$ cat src/design/edf_pkg.sv
// Shared types, constants and the execution-time table of the EDF scheduler.
package edf_pkg;

  localparam int TIME_W   = 64;
  localparam int FACTOR_W = 8;
  localparam int EXEC_W   = 18;
  localparam int PERIOD_W = EXEC_W + FACTOR_W;
  localparam int TID_W    = 4;

  localparam logic [FACTOR_W-1:0] FACTOR_RST = 8'd20;

  typedef enum logic {
    KIND_START = 1'b0,
    KIND_TICK  = 1'b1
  } kind_t;

  typedef struct packed {
    kind_t             kind;
    logic [TIME_W-1:0] now;
  } item_t;

  // Command from the sequencer to the ready queue.
  typedef struct packed {
    logic              clr;
    logic              ins;
    logic              pop;
    logic [TID_W-1:0]  tid;
    logic [TIME_W-1:0] dl;
  } qcmd_t;

  typedef struct packed {
    logic             vld;
    logic [TID_W-1:0] tid;
  } qhead_t;

  typedef enum logic [1:0] {
    ST_IDLE,
    ST_SCAN,
    ST_DRAIN,
    ST_RESULT
  } state_t;

  // Execution-time word of each task; tasks not listed use the short word.
  function automatic logic [EXEC_W-1:0] exec_word(input logic [TID_W-1:0] idx);
    logic [EXEC_W-1:0] w;
    unique case (idx)
      4'd0:    w = 18'd15;
      4'd5:    w = 18'd220000;
      4'd6:    w = 18'd5000;
      4'd7:    w = 18'd40000;
      4'd8:    w = 18'd60000;
      default: w = 18'd5;
    endcase
    return w;
  endfunction

endpackage

$ cat src/design/edf_ifs.sv
// Valid/ready channel interfaces of the EDF scheduler.
interface edf_req_if;
  logic                       valid;
  logic                       ready;
  logic                       req_type;
  logic [edf_pkg::TIME_W-1:0] now_us;
  modport source (output valid, req_type, now_us, input ready);
  modport sink   (input valid, req_type, now_us, output ready);
endinterface


$ cat src/design/edf_front.sv
// Front end: accepts request beats, classifies them and holds them in a two-entry queue.
module edf_front (
  input  logic            clk,
  input  logic            rst_n,
  edf_req_if.sink         in_req,
  output logic            item_vld,
  output edf_pkg::item_t  item,
  input  logic            item_take
);

  edf_pkg::item_t mem_r [2];
  logic           wr_ptr_r;
  logic           rd_ptr_r;
  logic [1:0]     cnt_r;
  logic           push;
  edf_pkg::kind_t kind;

  always_comb begin
    unique case (in_req.req_type)
      1'b0:    kind = edf_pkg::KIND_START;
      1'b1:    kind = edf_pkg::KIND_TICK;
      default: kind = edf_pkg::KIND_TICK;
    endcase
  end

  assign in_req.ready = (cnt_r != 2'd2);
  assign push         = in_req.valid && in_req.ready;
  assign item_vld     = (cnt_r != 2'd0);
  assign item         = mem_r[rd_ptr_r];

  always_ff @(posedge clk) begin
    if (!rst_n) begin
      wr_ptr_r <= 1'b0;
      rd_ptr_r <= 1'b0;
      cnt_r    <= 2'd0;
    end else begin
      if (push) begin
        wr_ptr_r <= ~wr_ptr_r;
      end
      if (item_take) begin
        rd_ptr_r <= ~rd_ptr_r;
      end
      case ({push, item_take})
        2'b10:   cnt_r <= cnt_r + 2'd1;
        2'b01:   cnt_r <= cnt_r - 2'd1;
        default: cnt_r <= cnt_r;
      endcase
    end
  end

  always_ff @(posedge clk) begin
    if (push) begin
      mem_r[wr_ptr_r] <= '{kind: kind, now: in_req.now_us};
    end
  end

endmodule

$ cat src/flat_wrapper.sv
// flat-port wrapper written by rule: the top's interface ports become plain ports
module edf_front_flat 
  (clk, rst_n, item_vld, item, item_take, in_req_valid, in_req_req_type, in_req_now_us, in_req_ready);
  edf_req_if in_req_i ();
  input  logic clk;
  input  logic rst_n;
  output logic item_vld;
  output edf_pkg::item_t item;
  input  logic item_take;
  input wire logic [$bits(in_req_i.valid)-1:0] in_req_valid;
  input wire logic [$bits(in_req_i.req_type)-1:0] in_req_req_type;
  input wire logic [$bits(in_req_i.now_us)-1:0] in_req_now_us;
  output wire logic [$bits(in_req_i.ready)-1:0] in_req_ready;
  assign in_req_i.valid = in_req_valid;
  assign in_req_i.req_type = in_req_req_type;
  assign in_req_i.now_us = in_req_now_us;
  assign in_req_ready = in_req_i.ready;
  edf_front u_core (.clk(clk), .rst_n(rst_n), .in_req(in_req_i), .item_vld(item_vld), .item(item), .item_take(item_take));
endmodule
$ cat config.mk
export PLATFORM = sky130hd
export DESIGN_NAME = edf_front_flat
export DESIGN_NICKNAME = d
export VERILOG_FILES = /design/src/design/edf_pkg.sv /design/src/design/edf_ifs.sv /design/src/design/edf_front.sv /design/src/flat_wrapper.sv
export SDC_FILE = /design/constraint.sdc
export NUM_CORES = 1
export LEC_CHECK = 0
export ABC_AREA = 1
export BUFFER_PORTS_ARGS = -buffer_cell sky130_fd_sc_hd__clkbuf_2
export CAP_MARGIN = 20
export CELL_PAD_IN_SITES_DETAIL_PLACEMENT = 2
export CELL_PAD_IN_SITES_GLOBAL_PLACEMENT = 2
export CORE_MARGIN = 3
export CORE_UTILIZATION = 38
export DETAILED_ROUTE_END_ITERATION = 8
export GPL_ROUTABILITY_DRIVEN = 0
export PLACE_DENSITY = 0.91
export REMOVE_ABC_BUFFERS = 1
export SETUP_SLACK_MARGIN = 0.15
export SLEW_MARGIN = 20
export SYNTH_ARGS = -nofsm -noshare
export SYNTH_HDL_FRONTEND = slang
export SYNTH_SLANG_ARGS = --single-unit
$ cat constraint.sdc
create_clock -name clk -period 4.6 [get_ports clk]
set_input_delay 0.23 -clock clk [delete_from_list [all_inputs] [get_ports clk]]
set_output_delay 0.23 -clock clk [all_outputs]
set_load 0.01 [all_outputs]
==> out/metrics.yaml <==
status:
  status: "finished clean"
clock_network:
  ctsHtreeMaxLevel: 4
  cts_tree: "built"
  cts-root-buf: "clkbuf_16"
  numCtsBuffers: 17
  clk_latency_ns: 0.40
  clock_sinks: 135
  clockBufferDepth: 2
  clkTransAtPathRegs_ns: 0.05
  post_cts_buffers: 0
sta:
  finalSetupViolCount: 0
  finalHoldViolCount: 0
  max_freq_ghz: 0.447
  grt_setup_unrepaired: "false"
  final_max_slew_viol_count: 0
  hold_slack_ns: 0.0267
  finalCriticalPeriod_ns: 2.24
  relSlewSlack_pct: 64.4
  worst-slew-pin-transition_ns: 0.534
  fin_skew_ns: 0.00650
  fin_crit_sh_pct: 48.6
  final.setup.tns_ns: 0
job:
  maxCapViolCount: 0
routing:
  routed_wl_um: 12000
  drc_errors: 0
  drtIter0Drc: 196
  vias_per_cell: 4.63
  dr_total_vias: 2775
  wire_per_inst_um: 20.0
  postRouteAntennaNets: 0
  firstDrtPassIters: 4
cells_and_area:
  num-nets-final: 485
  antenna_cells: 0
  drive_above_1_share_pct: 55.4
  design_area_mm2: 0.00685
  syn_to_final_growth_pct: 33.8
synthesis:
  syn_avg_cell_area_um2: 21.7
  synthDistinctLibCells: 14
  synth_area_mm2: 0.00512
  syn_inst: 236
  ys_seq_area_share_pct: 78.2
  ys_seq_elements: 135
  yosysWarningCount: 0
die:
  die_area_mm2: 0.0149
  rows: 41
  core_area_mm2: 0.0129
  die_h_um: 122
  ioPinCount: 136
  die_x_um: 122
  start_util_pct: 39.8
worst_setup_path:
  cp_data_required_time_ns: 4.65
  start_kind: "flop"
  critical_path_class: "flop to flop"
  crit_fanout: 32
  cp-end-kind: "flop"
  worstPathArrival_ns: 2.29
pwr:
  max-vdd-ir-drop_mv: 0.289
  p_total_mw: 3.09
  power.leakage_nw: 2.76
  power_density_mw_per_mm2: 451
grt:
  grt_pass1_wl_um: 18300
  overflow: 0
  grt_pass1_vias: 3100
  grt_max_degree: 66
  grt.total_usage_pct: 16.9
  antenna_found_initial: 0
hold_path:
  hold_path.class: "input port to flop"
placed_design:
  portBuffers: 135
  dpl_cell_area_mm2: 0.00597
  hpwl_um: 8320
registers in the layout, summed over array words and instances (netlist names), named ones only:
name / flops
u_core.mem_r: 130
u_core.cnt_r: 2
u_core.rd_ptr_r: 1
u_core.wr_ptr_r: 1
repair_timing:
item | in CTS | in global routing
hold endpoints to repair | 52 | 0
hold buffers | 27 | 0
resized for setup | 0 | 0
power breakdown:
| part | total, mW | leakage [nW] | switching (mW) | internal (mW) |
|---|---|---|---|---|
| Combinational | 0.377 | 1.23 | 0.188 | 0.189 |
| Sequential | 1.50 | 1.26 | 0.0410 | 1.46 |
| Clock | 1.22 | 0.271 | 0.469 | 0.747 |
per-layer routing:
metal / global-route usage, % / wire length (µm) / vias to the layer above
li1: - / - / 1283
met2: 29.4 / 6450 / 99
met5: 0 / 0 / -
met3: 5.85 / 672 / 12
met1: 19.8 / 4730 / 1381
met4: 5.04 / 127 / 0
Yosys cell counts:
master	count	area share, %
edfxtp_1	130	76
mux2_4	50	15
mux2_2	15	3.3
nand2_1	10	0.73
nor2_1	10	0.73
buf_6	6	1.3
dfxtp_1	5	2.0
inv_1	4	0.29
a21oi_1	1	0.098
buf_2	1	0.098
ha_1	1	0.24
nand4_1	1	0.12
o21ai_0	1	0.098
or2_2	1	0.12
path summary, 6_finish.rpt:
path                           startpoint                       endpoint  slack [ns]  cells after the start
min                     in_req_now_us[38]  u_core.mem_r[0][38]$_DFFE_PP_        0.03                      1
max          u_core.cnt_r[0]$_SDFFE_PN0P_  u_core.mem_r[0][40]$_DFFE_PP_        2.36                      6
min reg2reg  u_core.rd_ptr_r$_SDFFE_PN0P_   u_core.rd_ptr_r$_SDFFE_PN0P_        0.51                      2
max reg2reg  u_core.cnt_r[0]$_SDFFE_PN0P_  u_core.mem_r[0][40]$_DFFE_PP_        2.36                      6
per-stage QoR:
| stage | utilization [%] | setup slack (ns) | cells |
|---|---|---|---|
| finish | 53.2 | 2.36 | 600 |
| global route | 53.2 | 2.16 | 600 |
| CTS | 52.6 | 2.02 | 597 |
| detailed placement | 46.4 | 2.01 | 538 |
| global placement | 46.4 | 2.18 | 538 |
| floorplan | - | 0.714 | 229 |
placed cells by master (no fill, tap or decap):
cell type | netlist | layout
mux2_2 | 15 | 15
bufinv_16 | 0 | 1
buf_12 | 0 | 1
clkinv_4 | 0 | 1
clkinv_2 | 0 | 8
dlygate4sd3_1 | 0 | 27
clkbuf_8 | 0 | 1
clkinv_1 | 0 | 1
nor2_4 | 0 | 2
clkbuf_16 | 0 | 17
buf_16 | 0 | 2
inv_1 | 4 | 4
buf_4 | 0 | 2
nand4_1 | 1 | 1
a21oi_1 | 1 | 1
or2_2 | 1 | 1
clkbuf_2 | 0 | 135
o21ai_0 | 1 | 1
ha_1 | 1 | 1
nor2_1 | 10 | 8
nand2_1 | 10 | 10
dfxtp_4 | 0 | 1
dfxtp_1 | 5 | 4
clkbuf_1 | 0 | 3
mux2_4 | 50 | 50
edfxtp_1 | 130 | 130
cell families after synthesis:
| family | count (synthesis) | share of synthesized area (%) |
|---|---|---|
| flip-flops | 135 | 78.2 |
| multiplexers | 65 | 18.0 |
| AND/OR/NAND/NOR | 22 | 1.71 |
| buffers and inverters | 11 | 1.71 |
| AO/OA/AOI/OAI | 2 | 0.195 |
| adder cells (fa/ha/maj) | 1 | 0.244 |
area by class of cell:
cell class	count	area (µm²)
Fill cell	1183	6020
Sequential cell	135	4010
Multi-Input combinational cell	90	1040
Timing Repair Buffer	167	1040
Clock buffer	21	450
Tap cell	172	215
Clock inverter	11	82.6
Inverter	4	15.0
worst max-delay path, cell delays in order (launching register included):
cell and delay, ns:
dfxtp_1 0.37, inv_1 0.10, nand2_1 0.09, nand2_1 0.17
nor2_4 0.46, buf_16 0.23, buf_4 0.40
(Power assumes the default switching activity.)
