===== src/design/edf_pkg.sv =====
// Shared types, constants and the execution-time table of the EDF scheduler.
package edf_pkg;

  localparam int TIME_W   = 64;
  localparam int FACTOR_W = 8;
  localparam int EXEC_W   = 18;
  localparam int PERIOD_W = EXEC_W + FACTOR_W;
  localparam int TID_W    = 4;

  localparam logic [FACTOR_W-1:0] FACTOR_RST = 8'd20;

  typedef enum logic {
    KIND_START = 1'b0,
    KIND_TICK  = 1'b1
  } kind_t;

  typedef struct packed {
    kind_t             kind;
    logic [TIME_W-1:0] now;
  } item_t;

  // Command from the sequencer to the ready queue.
  typedef struct packed {
    logic              clr;
    logic              ins;
    logic              pop;
    logic [TID_W-1:0]  tid;
    logic [TIME_W-1:0] dl;
  } qcmd_t;

  typedef struct packed {
    logic             vld;
    logic [TID_W-1:0] tid;
  } qhead_t;

  typedef enum logic [1:0] {
    ST_IDLE,
    ST_SCAN,
    ST_DRAIN,
    ST_RESULT
  } state_t;

  // Execution-time word of each task; tasks not listed use the short word.
  function automatic logic [EXEC_W-1:0] exec_word(input logic [TID_W-1:0] idx);
    logic [EXEC_W-1:0] w;
    unique case (idx)
      4'd0:    w = 18'd15;
      4'd5:    w = 18'd220000;
      4'd6:    w = 18'd5000;
      4'd7:    w = 18'd40000;
      4'd8:    w = 18'd60000;
      default: w = 18'd5;
    endcase
    return w;
  endfunction

endpackage


===== src/design/edf_rdyq.sv =====
// Ready queue kept sorted by absolute deadline, one compare cell per slot.
module edf_rdyq #(
  parameter int NUM_TASKS = 10
) (
  input  logic             clk,
  input  logic             rst_n,
  input  edf_pkg::qcmd_t   cmd,
  output edf_pkg::qhead_t  head
);

  localparam int IDX_W = (NUM_TASKS > 1) ? $clog2(NUM_TASKS) : 1;

  logic [NUM_TASKS-1:0]       vld_r;
  logic [IDX_W-1:0]           tid_r [NUM_TASKS];
  logic [edf_pkg::TIME_W-1:0] dl_r  [NUM_TASKS];
  logic [NUM_TASKS-1:0]       lt;
  logic [NUM_TASKS-1:0]       lt_prev;

  // A slot goes behind the new entry when it is empty or strictly later.
  always_comb begin
    for (int i = 0; i < NUM_TASKS; i++) begin
      lt[i] = !vld_r[i] || (cmd.dl < dl_r[i]);
    end
  end

  assign lt_prev = lt << 1;

  assign head.vld = vld_r[0];
  assign head.tid = edf_pkg::TID_W'(tid_r[0]);

  always_ff @(posedge clk) begin
    if (!rst_n) begin
      vld_r <= '0;
    end else if (cmd.clr) begin
      vld_r <= '0;
    end else if (cmd.ins) begin
      vld_r <= vld_r | (lt & ~lt_prev) | (vld_r << 1);
    end else if (cmd.pop) begin
      vld_r <= vld_r >> 1;
    end
  end

  always_ff @(posedge clk) begin
    if (cmd.ins) begin
      if (lt[0]) begin
        tid_r[0] <= cmd.tid[IDX_W-1:0];
        dl_r[0]  <= cmd.dl;
      end
      for (int i = 1; i < NUM_TASKS; i++) begin
        if (lt_prev[i]) begin
          tid_r[i] <= tid_r[i-1];
          dl_r[i]  <= dl_r[i-1];
        end else if (lt[i]) begin
          tid_r[i] <= cmd.tid[IDX_W-1:0];
          dl_r[i]  <= cmd.dl;
        end
      end
    end else if (cmd.pop) begin
      for (int i = 0; i < NUM_TASKS - 1; i++) begin
        tid_r[i] <= tid_r[i+1];
        dl_r[i]  <= dl_r[i+1];
      end
    end
  end

  a_valid_prefix: assert property (@(posedge clk) disable iff (!rst_n)
    ((vld_r >> 1) & ~vld_r) == '0)
    else $error("ready queue has a hole");

  a_ins_pop_excl: assert property (@(posedge clk) disable iff (!rst_n)
    !(cmd.ins && cmd.pop))
    else $error("insert and pop in the same cycle");

endmodule


===== config.mk =====
export PLATFORM = sky130hd
export DESIGN_NAME = edf_rdyq
export DESIGN_NICKNAME = d
export VERILOG_FILES = /design/src/design/edf_pkg.sv /design/src/design/edf_rdyq.sv
export SDC_FILE = /design/constraint.sdc
export NUM_CORES = 2
export LEC_CHECK = 0
export ABC_AREA = 1
export BUFFER_PORTS_ARGS = -buffer_cell sky130_fd_sc_hd__buf_2
export CORE_MARGIN = 2
export CORE_UTILIZATION = 40
export CTS_BUF_LIST = sky130_fd_sc_hd__clkbuf_8
export DETAILED_ROUTE_END_ITERATION = 8
export GPL_TIMING_DRIVEN = 0
export PLACE_DENSITY = 0.57
export SLEW_MARGIN = 20
export SYNTH_ARGS = -nofsm -noshare
export SYNTH_HDL_FRONTEND = slang
export SYNTH_SLANG_ARGS = --single-unit

===== constraint.sdc =====
create_clock -name clk -period 12.4 [get_ports clk]
set_clock_uncertainty 0.15 [all_clocks]
set_input_delay 0.62 -clock clk [delete_from_list [all_inputs] [get_ports clk]]
set_output_delay 0.62 -clock clk [all_outputs]
set_load 0.03 [all_outputs]

==> flow_summary_export.csv <==
group,metric,value,unit
critical_path,critical_path_class,"flip-flop to flip-flop",
sta,setup_violations,0,
finish,fill_cells,13240,
finish,final_core_util,44.90,%
critical_path,worstPathArrival,7.45,ns
critical_path,critPathCaptureType,"flip-flop",
clock_tree,clock_latency,0.93,ns
pwr,comb_power_share,29.0,%
pwr,swShare,37.63,%
critical_path,worstPathRequired,12.83,ns
grt,antenna_found_initial,10,
yosys,synth_seq_cells,690,
yosys,synthArstFlopShare,0,%
critical_path,cp_max_fo,38,
sta,fin_crit_sh,56.61,%
finish,seqCellArea,20620,sq um
placed_design,hpwl,165.8,mm
critical_path,crit_slowest_cell,"nand2_2",
run_status,status,"finished, final reports clean",
yosys,synth_area,52520,sq um
yosys,syn_inst,6840,
grt,grt_max_degree,39,
hold_path,hold_class,"input port to flip-flop",
pwr,clkPwrFrac,28.6,%
clock_tree,postCtsSetupBuffers,0,
grt,grtUsageTotal,31.70,%
floorplan,fp.dieW,366.4,microns
finish,syn_to_final_growth,11.10,%
clock_tree,cts.sinks,690,
clock_tree,root_buffer,"clkbuf_8",
routing,routed_via_density,5.724,
yosys,yosys_warnings,0,
routing,dr.pass1.iters,7,
sta,layout_min_cycle_time,7.020,ns
yosys,yosysSeqAreaShare,39.26,%
routing,ant_nets,0,
floorplan,io-pin-count,78,
finish,drive_gt1_share,5.479,%
yosys,synth_nets,7543,
pwr,finalPower,7.793,mW
pwr,p_leak,28.87,nW
placed_design,numPortBuffers,77,
floorplan,dieArea,134200,sq um
yosys,ys.flop_type,"edfxtp_1",
run,max-cap-violations,0,
yosys,synth_cell_types,40,
pwr,p_switching,2.932,mW
clock_tree,ctsHtreeMaxLevel,4,
floorplan,rows,132,
grt,grt_pass1_vias,49250,
finish,fin_nets,7814,
finish,multi_input_area,27330,sq um
critical_path,worst-path-buf-inv,7,
placed_design,gp_congestion,0.9635,
critical_path,path_cells,"inv_1 -> ha_1 -> nand2_1 -> inv_1 -> nand3_1 -> inv_1 -> nand2_1 -> nor3_1 -> inv_1 -> o21ai_0 -> nor2_1 -> nand2_1 -> nand2_1 -> nand2_2 -> buf_2 -> buf_2 -> nand2_4 -> buf_16",
routing,wirelength,217.3,mm
critical_path,cp-start-kind,"flip-flop",
clock_tree,cts_resized,0,
routing,wl_per_cell,24.26,microns
critical_path,crit_family,"simple AND/OR/NAND/NOR gates",
yosys,synth_edf_count,680,
pwr,power_density,133.5,nW/um^2
yosys,avgSynthCellArea,7.679,sq um
clock_tree,ctsLongestPathBuffers,3,
pwr,max-vdd-ir-drop,119.4,uV
floorplan,start_util,40.41,%
sta,tns,0,ns
sta,slew_viol_final,0,
clock_tree,clk_pin_slew,0.06,ns
sta,tightest_slew,1.299,ns
sta,slew_headroom,13.41,%
critical_path,slowest_delay,0.97,ns
grt,grt_pass1_wl,317.8,mm
sta,finalHoldViolCount,0,
clock_tree,cts_tree,"built",
routing,vias,51270,
pwr,seqPwrFrac,42.3,%
sta,rsz0062_at_grt,"no",
sta,max_freq,142.5,MHz
routing,drtIter0Drc,5855,
pwr,intPower,4.861,mW
floorplan,die_h,366.4,microns
clock_tree,numCtsBuffers,139,
routing,drc_errors,0,
floorplan,core,130000,sq um
grt,grt_overflow,0,
path summary, 6_finish.rpt:
path                                        startpoint                endpoint  slack (ns)  depth (start not counted)
worst max-delay path            dl_r[0][639]$_DFFE_PP_  dl_r[0][601]$_DFFE_PP_        5.38                         18
worst min-delay path                            cmd[1]  dl_r[0][577]$_DFFE_PP_        0.09                          3
worst max register to register  dl_r[0][639]$_DFFE_PP_  dl_r[0][601]$_DFFE_PP_        5.38                         18
worst min register to register   vld_r[9]$_SDFFE_PP0P_   vld_r[9]$_SDFFE_PP0P_        0.36                          2
timing repair:
action,4_1_cts,5_1_grt
hold buffers,8,0
endpoints found under the hold margin,16,0
endpoints found under the setup margin,0,0
cell type report:
| cell class | count | area share (%) |
|---|---|---|
| well taps | 1742 | 3.735 |
| clock buffers | 142 | 3.349 |
| diodes | 5 | 0.02144 |
| flip-flops and latches | 690 | 35.34 |
| inverters | 838 | 5.390 |
| plain buffers | 380 | 2.672 |
| multi-input cells | 4932 | 46.84 |
| clock inverters | 97 | 0.7526 |
| repair buffers | 130 | 1.904 |
per-stage QoR:
| stage | area, sq um | hold slack [ns] | setup WS [ns] | std cells |
|---|---|---|---|---|
| after floorplan | 52520 | 0.3065 | 6.631 | 6840 |
| after global placement | 55090 | 0.3378 | 2.209 | 8659 |
| after detailed placement | 55860 | 0.3453 | 4.742 | 8704 |
| after CTS | 58340 | 0.03063 | 5.261 | 8951 |
| after global routing | 58350 | 0.08888 | 5.252 | 8953 |
| final | 58350 | 0.09490 | 5.380 | 8956 |
logic make-up after synthesis:
group                      count (synthesis)  synth area share [%]
adders and majority gates                630                 15.01
AOI/OAI and AO/OA                        608                 6.046
DFF                                      690                 39.26
buffers and inverters                   1218                 8.923
and+or+nand+nor                         3694                 30.77
flip-flops by register name (all words and copies together) (netlist names):
| name | count |
|---|---|
| dl_r | 640 |
| vld_r | 10 |
| tid_r | 40 |
Yosys cell counts, drive strengths merged, types with 3 or more instances:
cell type  instances  area (sq um)
ha               630          7883
o211ai             9         67.56
nor3              33         165.2
dfxtp             10         200.2
a21o               9         67.56
a31oi              3         18.77
nand3            675          3388
nor4               8         50.05
a21oi            333          1704
nand2           2284          8581
clkbuf           250         938.4
edfxtp           680         20420
nand4            522          3266
or2                4         25.03
and3               6         37.54
nor2             154         585.6
inv              838          3146
nand3b             4         30.03
o21a              12         90.09
buf              130         603.1
o21ai            236          1181
routing by layer:
layer	vias up	global-route usage (%)	part of all wire [%]	wire (microns)
met5	-	0	0	0
met2	2580	48.64	43	94200
met4	0	15.18	5.0	10860
li1	23790	-	-	-
met3	452	6.477	10	21810
met1	24440	42.63	42	90420
worst min-delay path: cells and delay by family:
kind	cells	cell delay (ns)
buffers and inverters	1	0.20
and+or+nand+nor	2	0.17
placed cells by master (no fill, tap or decap), types with 36 or more instances in the layout:
master / netlist / layout
clkbuf_1: 250 / 236
buf_4: 11 / 36
buf_1: 65 / 65
ha_1: 630 / 630
nand4_1: 522 / 522
nand3_1: 673 / 668
nor2_1: 153 / 153
nand2_1: 2281 / 2276
edfxtp_1: 680 / 680
clkbuf_8: 0 / 142
inv_1: 836 / 888
buf_2: 53 / 130
a21oi_1: 325 / 325
o21ai_0: 235 / 235
power groups by stage:
stage	Sequential [mW]	Clock [mW]	Combinational [mW]
final	3.30	2.23	2.26
after global routing	3.34	2.33	2.57
after CTS	3.29	2.24	2.23
after detailed placement	3.33	0	2.21
after global placement	3.35	0	2.12
after floorplan	3.26	0	1.45
(Power assumes the default switching activity.)
