`config.mk`:
```
export PLATFORM = sky130hd
export DESIGN_NAME = edf_back_flat
export DESIGN_NICKNAME = d
export VERILOG_FILES = /design/src/design/edf_pkg.sv /design/src/design/edf_ifs.sv /design/src/design/edf_back.sv /design/src/flat_wrapper.sv
export SDC_FILE = /design/constraint.sdc
export NUM_CORES = 2
export LEC_CHECK = 0
export ABC_AREA = 1
export BUFFER_PORTS_ARGS = -buffer_cell sky130_fd_sc_hd__buf_2
export CORE_MARGIN = 2
export CORE_UTILIZATION = 40
export CTS_BUF_LIST = sky130_fd_sc_hd__clkbuf_4 sky130_fd_sc_hd__clkbuf_8 sky130_fd_sc_hd__clkbuf_16
export DETAILED_ROUTE_END_ITERATION = 10
export PLACE_DENSITY_LB_ADDON = 0.3
export SYNTH_ARGS = -nofsm -noshare
export SYNTH_HDL_FRONTEND = slang
export SYNTH_SLANG_ARGS = --single-unit
```
`constraint.sdc`:
```
create_clock -name clk -period 12.5 [get_ports clk]
set_input_delay 2.5 -clock clk [delete_from_list [all_inputs] [get_ports clk]]
set_output_delay 2.5 -clock clk [all_outputs]
set_load 0.01 [all_outputs]
```
`src/design/edf_pkg.sv`:
```
// Shared types, constants and the execution-time table of the EDF scheduler.
package edf_pkg;

  localparam int TIME_W   = 64;
  localparam int FACTOR_W = 8;
  localparam int EXEC_W   = 18;
  localparam int PERIOD_W = EXEC_W + FACTOR_W;
  localparam int TID_W    = 4;

  localparam logic [FACTOR_W-1:0] FACTOR_RST = 8'd20;

  typedef enum logic {
    KIND_START = 1'b0,
    KIND_TICK  = 1'b1
  } kind_t;

  typedef struct packed {
    kind_t             kind;
    logic [TIME_W-1:0] now;
  } item_t;

  // Command from the sequencer to the ready queue.
  typedef struct packed {
    logic              clr;
    logic              ins;
    logic              pop;
    logic [TID_W-1:0]  tid;
    logic [TIME_W-1:0] dl;
  } qcmd_t;

  typedef struct packed {
    logic             vld;
    logic [TID_W-1:0] tid;
  } qhead_t;

  typedef enum logic [1:0] {
    ST_IDLE,
    ST_SCAN,
    ST_DRAIN,
    ST_RESULT
  } state_t;

  // Execution-time word of each task; tasks not listed use the short word.
  function automatic logic [EXEC_W-1:0] exec_word(input logic [TID_W-1:0] idx);
    logic [EXEC_W-1:0] w;
    unique case (idx)
      4'd0:    w = 18'd15;
      4'd5:    w = 18'd220000;
      4'd6:    w = 18'd5000;
      4'd7:    w = 18'd40000;
      4'd8:    w = 18'd60000;
      default: w = 18'd5;
    endcase
    return w;
  endfunction

endpackage

```
`src/design/edf_ifs.sv`:
```


interface edf_rsp_if;
  logic                      valid;
  logic                      ready;
  logic                      dispatched;
  logic [edf_pkg::TID_W-1:0] task_index;
  modport source (output valid, dispatched, task_index, input ready);
  modport sink   (input valid, dispatched, task_index, output ready);
endinterface


```
`src/design/edf_back.sv`:
```
// Back end: per-task release sequencer, task tables and the result register.
module edf_back #(
  parameter int NUM_TASKS = 10
) (
  input  logic                         clk,
  input  logic                         rst_n,
  input  logic                         item_vld,
  input  edf_pkg::item_t               item,
  output logic                         item_take,
  input  logic [edf_pkg::FACTOR_W-1:0] factor,
  output edf_pkg::qcmd_t               q_cmd,
  input  edf_pkg::qhead_t              q_head,
  edf_rsp_if.source                    out_rsp
);

  localparam int IDX_W = (NUM_TASKS > 1) ? $clog2(NUM_TASKS) : 1;
  localparam logic [IDX_W-1:0] LAST_IDX = IDX_W'(NUM_TASKS - 1);

  edf_pkg::state_t state_r, state_nxt;
  edf_pkg::kind_t  kind_r;
  logic [edf_pkg::TIME_W-1:0]   now_r;
  logic [IDX_W-1:0]             idx_r;
  logic [edf_pkg::PERIOD_W-1:0] period_r [NUM_TASKS];
  logic [edf_pkg::TIME_W-1:0]   nrel_r   [NUM_TASKS];
  logic [NUM_TASKS-1:0]         busy_r;

  logic                         p_vld_r;
  logic [IDX_W-1:0]             p_idx_r;
  logic                         p_ins_r;
  logic [edf_pkg::TIME_W-1:0]   p_val_r;

  logic                         out_vld_r;
  logic                         out_disp_r;
  logic [edf_pkg::TID_W-1:0]    out_tid_r;

  logic                         scan;
  logic                         res_wr;
  logic                         do_pop;
  logic                         rel;
  logic [edf_pkg::TIME_W-1:0]   cur_nrel;
  logic [edf_pkg::TIME_W-1:0]   sum;
  logic [edf_pkg::EXEC_W-1:0]   ex;
  logic [edf_pkg::PERIOD_W-1:0] prod;

  assign cur_nrel = nrel_r[idx_r];
  assign rel      = (cur_nrel <= now_r);
  assign sum      = cur_nrel + edf_pkg::TIME_W'(period_r[idx_r]);
  assign ex       = edf_pkg::exec_word(edf_pkg::TID_W'(idx_r));
  assign prod     = {{edf_pkg::FACTOR_W{1'b0}}, ex} * {{edf_pkg::EXEC_W{1'b0}}, factor};

  always_ff @(posedge clk) begin
    if (!rst_n) begin
      state_r <= edf_pkg::ST_IDLE;
    end else begin
      state_r <= state_nxt;
    end
  end

  always_comb begin
    state_nxt = state_r;
    item_take = 1'b0;
    scan      = 1'b0;
    res_wr    = 1'b0;
    unique case (state_r)
      edf_pkg::ST_IDLE: begin
        if (item_vld) begin
          item_take = 1'b1;
          state_nxt = edf_pkg::ST_SCAN;
        end
      end
      edf_pkg::ST_SCAN: begin
        scan = 1'b1;
        if (idx_r == LAST_IDX) begin
          state_nxt = edf_pkg::ST_DRAIN;
        end
      end
      edf_pkg::ST_DRAIN: begin
        state_nxt = edf_pkg::ST_RESULT;
      end
      edf_pkg::ST_RESULT: begin
        if (!out_vld_r || out_rsp.ready) begin
          res_wr    = 1'b1;
          state_nxt = edf_pkg::ST_IDLE;
        end
      end
      default: state_nxt = edf_pkg::ST_IDLE;
    endcase
  end

  assign do_pop = res_wr && (kind_r == edf_pkg::KIND_TICK) && q_head.vld;

  assign q_cmd.clr = item_take && (item.kind == edf_pkg::KIND_START);
  assign q_cmd.ins = p_vld_r && p_ins_r;
  assign q_cmd.pop = do_pop;
  assign q_cmd.tid = edf_pkg::TID_W'(p_idx_r);
  assign q_cmd.dl  = p_val_r;

  always_ff @(posedge clk) begin
    if (!rst_n) begin
      idx_r     <= '0;
      p_vld_r   <= 1'b0;
      p_ins_r   <= 1'b0;
      busy_r    <= '0;
      out_vld_r <= 1'b0;
      for (int i = 0; i < NUM_TASKS; i++) begin
        period_r[i] <= '0;
        nrel_r[i]   <= '0;
      end
    end else begin
      p_vld_r <= scan;
      p_ins_r <= scan && (kind_r == edf_pkg::KIND_TICK) && rel && !busy_r[idx_r];
      if (item_take) begin
        idx_r <= '0;
        if (item.kind == edf_pkg::KIND_START) begin
          busy_r <= '0;
        end
      end else if (scan) begin
        if (idx_r != LAST_IDX) begin
          idx_r <= idx_r + IDX_W'(1);
        end
        if (kind_r == edf_pkg::KIND_TICK && rel) begin
          nrel_r[idx_r] <= sum;
          if (!busy_r[idx_r]) begin
            busy_r[idx_r] <= 1'b1;
          end
        end
      end
      // Second step of a start: store the period and the first release.
      if (p_vld_r && kind_r == edf_pkg::KIND_START) begin
        period_r[p_idx_r] <= p_val_r[edf_pkg::PERIOD_W-1:0];
        nrel_r[p_idx_r]   <= now_r + p_val_r;
      end
      if (do_pop) begin
        busy_r[q_head.tid[IDX_W-1:0]] <= 1'b0;
      end
      if (res_wr) begin
        out_vld_r <= 1'b1;
      end else if (out_rsp.ready) begin
        out_vld_r <= 1'b0;
      end
    end
  end

  always_ff @(posedge clk) begin
    if (item_take) begin
      kind_r <= item.kind;
      now_r  <= item.now;
    end
    p_idx_r <= idx_r;
    p_val_r <= (kind_r == edf_pkg::KIND_TICK) ? sum : edf_pkg::TIME_W'(prod);
    if (res_wr) begin
      out_disp_r <= do_pop;
      out_tid_r  <= do_pop ? q_head.tid : '0;
    end
  end

  assign out_rsp.valid      = out_vld_r;
  assign out_rsp.dispatched = out_disp_r;
  assign out_rsp.task_index = out_tid_r;

  a_pop_busy: assert property (@(posedge clk) disable iff (!rst_n)
    do_pop |-> busy_r[q_head.tid[IDX_W-1:0]])
    else $error("dispatched task was not marked busy");

  a_start_no_ins: assert property (@(posedge clk) disable iff (!rst_n)
    (p_vld_r && kind_r == edf_pkg::KIND_START) |-> !q_cmd.ins)
    else $error("start item inserted into the ready queue");

  a_start_result: assert property (@(posedge clk) disable iff (!rst_n)
    (res_wr && kind_r == edf_pkg::KIND_START) |=> (!out_disp_r && out_tid_r == '0))
    else $error("start item produced a dispatch");

endmodule

```
`src/flat_wrapper.sv`:
```
// flat-port wrapper written by rule: the top's interface ports become plain ports
module edf_back_flat 
#(
  parameter int NUM_TASKS = 10
)
  (clk, rst_n, item_vld, item, item_take, factor, q_cmd, q_head, out_rsp_valid, out_rsp_dispatched, out_rsp_task_index, out_rsp_ready);
  edf_rsp_if out_rsp_i ();
  input  logic clk;
  input  logic rst_n;
  input  logic item_vld;
  input  edf_pkg::item_t item;
  output logic item_take;
  input  logic [edf_pkg::FACTOR_W-1:0] factor;
  output edf_pkg::qcmd_t q_cmd;
  input  edf_pkg::qhead_t q_head;
  output wire logic [$bits(out_rsp_i.valid)-1:0] out_rsp_valid;
  output wire logic [$bits(out_rsp_i.dispatched)-1:0] out_rsp_dispatched;
  output wire logic [$bits(out_rsp_i.task_index)-1:0] out_rsp_task_index;
  input wire logic [$bits(out_rsp_i.ready)-1:0] out_rsp_ready;
  assign out_rsp_valid = out_rsp_i.valid;
  assign out_rsp_dispatched = out_rsp_i.dispatched;
  assign out_rsp_task_index = out_rsp_i.task_index;
  assign out_rsp_i.ready = out_rsp_ready;
  edf_back #(.NUM_TASKS(NUM_TASKS)) u_core (.clk(clk), .rst_n(rst_n), .item_vld(item_vld), .item(item), .item_take(item_take), .factor(factor), .q_cmd(q_cmd), .q_head(q_head), .out_rsp(out_rsp_i));
endmodule
```
==> flow_metrics.tcl <==
set metrics [dict create \
    status "complete, no violations" \
    most-common-layout-cells "nor2_1 (1,805), edfxtp_1 (1,510), nand2_1 (1,456)" \
    hold_ws_ps 424 \
    slowest_delay_ps 990 \
    drive_gt1_frac 0.0798 \
    groute.usage.overall 0.273 \
    antenna_found_initial 9 \
    max_freq_mhz 118 \
    final_cell_area_um2 89100 \
    synth_adder_area_share 0.0560 \
    yosysTopAreaCellShare 0.563 \
    yosysUniqueCellTypes 56 \
    min_from "u_core.idx_r[3]" \
    cp_max_fo 147 \
    end_kind "register" \
    syn_area_um2 80500 \
    holdCritPathClass "reg -> reg" \
    synth-simple-area-share 0.197 \
    area_growth_pct 10.6 \
    ys_warn_count 0 \
    ys.flop_type "edfxtp_1" \
    cts_root_buf "clkbuf_16" \
    required_ps 12930 \
    gp_congestion 0.992 \
    grt_pass1_wl_um 412000 \
    post_cts_buffers 0 \
    leakage_nw 34.8 \
    rsz0062_at_grt "false" \
    dieHeight_um 453 \
    pin_count 160 \
    cts_tree "built" \
    start_util 0.403 \
    crit_type "reg -> reg" \
    ir_worst_vdd_uv 176 \
    min_period_over_period 0.679 \
    mostFrequentLayoutCell "nor2_1" \
    holdPathStages 0 \
    placeableCoreArea_um2 200000 \
    die_area_um2 205000 \
    final_cells 11200 \
    fillCellCount 19100 \
    preCtsSetupSlack_ps 4430 \
    ys_ff_latch 1601 \
    placed_cells 10900 \
    clk_pin_slew_ps 60 \
    hold_path_end "u_core.p_idx_r[3]" \
    cts-htree-levels 4 \
    reg2reg_slack_ps 4010 \
    worst_ep_arrival_time_ps 8920 \
    yosys.area.top_type "edfxtp_1" \
    tightest_slew_ps 1300 \
    crit_top_cell "nand2_1" \
    ys_async_sr_fraction 0 \
    drt-wirelength-per-cell_um 25.5 \
    total_power_mw 17.8 \
    multi_input_area_um2 28600 \
    vias 63100 \
    synthMuxAreaShare 0.000249 \
    rr_worst_depth 17 \
    clock-sinks 1601 \
    numCtsBuffers 169 \
    path_cells "buf_12 -> buf_4 -> o21ai_0 -> o22ai_1 -> o211ai_1 -> nand2_1 -> ha_1 -> nand2_1 -> nor3_1 -> nor4b_1 -> nand3_1 -> nand2_1 -> nand2_2 -> o21ai_0 -> nand3_1 -> nor2_4 -> buf_4" \
    setup_ws_ps 4010 \
    drt_wl_total_um 285000 \
    r2r_end "u_core.nrel_r[10][52]" \
    cts_resized 0 \
    cellPowerDensity_nw_per_um2 200 \
    cap_violations 0 \
    port_buffers 159 \
    hold_viol_final 0 \
    slowest_stage "nor4b_1" \
    clock_skew_ps 53.1 \
    final_max_slew_viol_count 0 \
    slew_headroom 0.130 \
    synth_xor_xnor_area_share 0.00598 \
    syn_area_per_cell_um2 9.61 \
    grt_pass1_vias 60300 \
    die_w_um 453 \
    insertion_delay_ps 840 \
    grt-ovfl-total 0 \
    drtPass1Iterations 6 \
    seq_area_um2 47200 \
    final_util 0.446 \
    nets 8776 \
    route.detailed.drc 0 \
    ys_seq_area_frac 0.586 \
    antenna_left 0 \
    grt_max_degree 240 \
    startpoint_type "register" \
    synth-compound-area-share 0.0933 \
    dpl-instance-area_um2 83700 \
    synth_edf_count 1510 \
    setup_viol 0 \
    row_count 164 \
    first_iter_violations 7205 \
    ctsHoldBuffers 0 \
    yosys-top-cells-area "edfxtp_1 (56%), nor2_1 (8.5%), nand2_1 (6.9%)" \
    syn_nets 8765 \
    synthCells 8376 \
    dpl.hpwl_um 187000 \
    synth_top_family_by_area "simple AND/OR/NAND/NOR gates" \
    min_period_ps 8490 \
    cts_buffer_depth 3 \
    tns_ps 0 \
    via_per_inst 5.64 \
]
layout make-up:
| cell class | count | area share |
|---|---|---|
| Antenna cell | 9 | 0.000253 |
| Clock buffer | 215 | 0.0517 |
| Clock inverter | 98 | 0.00903 |
| Inverter | 792 | 0.0337 |
| Multi-Input combinational cell | 5579 | 0.321 |
| Sequential cell | 1601 | 0.530 |
| Tap cell | 2656 | 0.0373 |
| Timing Repair Buffer | 244 | 0.0171 |
state kept, by name, summed over array words and instances, names as in the netlist, 4 cells and up, named ones only:
name / flops
u_core.p_idx_r: 4
u_core.now_r: 64
u_core.period_r: 416
u_core.p_val_r: 64
u_core.out_rsp.task_index: 4
u_core.idx_r: 4
u_core.nrel_r: 1024
u_core.busy_r: 10
Yosys cell counts (5+ instances only):
cell,number
a31oi_1,15
nand2_2,25
o221ai_1,168
inv_2,38
nor2_1,1817
nand3b_1,10
inv_1,732
ha_1,218
nand3_1,493
or2_2,15
nor2_2,26
a21oi_4,6
clkinv_1,21
buf_6,26
nor4_1,13
dfxtp_1,91
o21ai_1,52
edfxtp_1,1510
buf_2,114
xor2_1,37
fa_1,89
o22ai_1,51
nand2_1,1473
o211ai_1,88
buf_1,30
o21a_1,9
clkbuf_1,206
buf_4,26
nor3_1,23
nand4_1,39
a21o_1,14
nor2_4,5
a21oi_1,212
o21bai_1,17
xnor2_1,18
o21ai_0,612
critical path: cells and delay by family (launching register included):
family                   cells  cell delay [ps]
AO/OA/AOI/OAI                4             1460
adder cells (fa/ha/maj)      1              180
buffers and inverters        3             2060
flip-flops                   1              840
AND/OR/NAND/NOR              9             3190
worst max-delay path by stage:
stage,from,endpoint,slack [ps],cells after the start
final,register,u_core.nrel_r[10][52],4010,17
after detailed placement,register,u_core.nrel_r[10][41],4430,17
after floorplan,item_vld,u_core.nrel_r[9][0],4550,8
after global placement,register,u_core.nrel_r[0][40],4300,19
after global routing,register,u_core.nrel_r[0][28],3680,19
after CTS,register,u_core.nrel_r[10][52],4400,17
cells by family after synthesis:
kind of cell / Yosys count
AO/OA/AOI/OAI: 1265
XOR/XNOR: 55
adder cells (fa/ha/maj): 307
buffers and inverters: 1196
flip-flops: 1601
multiplexers: 2
AND/OR/NAND/NOR: 3950
metal layers:
metal  global-route usage  vias to the layer above  part of all wire
li1                     -                    28400                 -
met1                0.373                    31000              0.41
met2                0.432                     3159              0.46
met3               0.0480                      496             0.091
met4                0.109                        6             0.041
met5                    0                        -           0.00016
power breakdown:
| part | switching (mW) | internal [mW] |
|---|---|---|
| sequential | 0.389 | 6.31 |
| combinational | 4.53 | 1.61 |
| clock | 2.21 | 2.74 |
| total | 7.13 | 10.7 |
No activity file was read; power rests on OpenSTA's default activity.
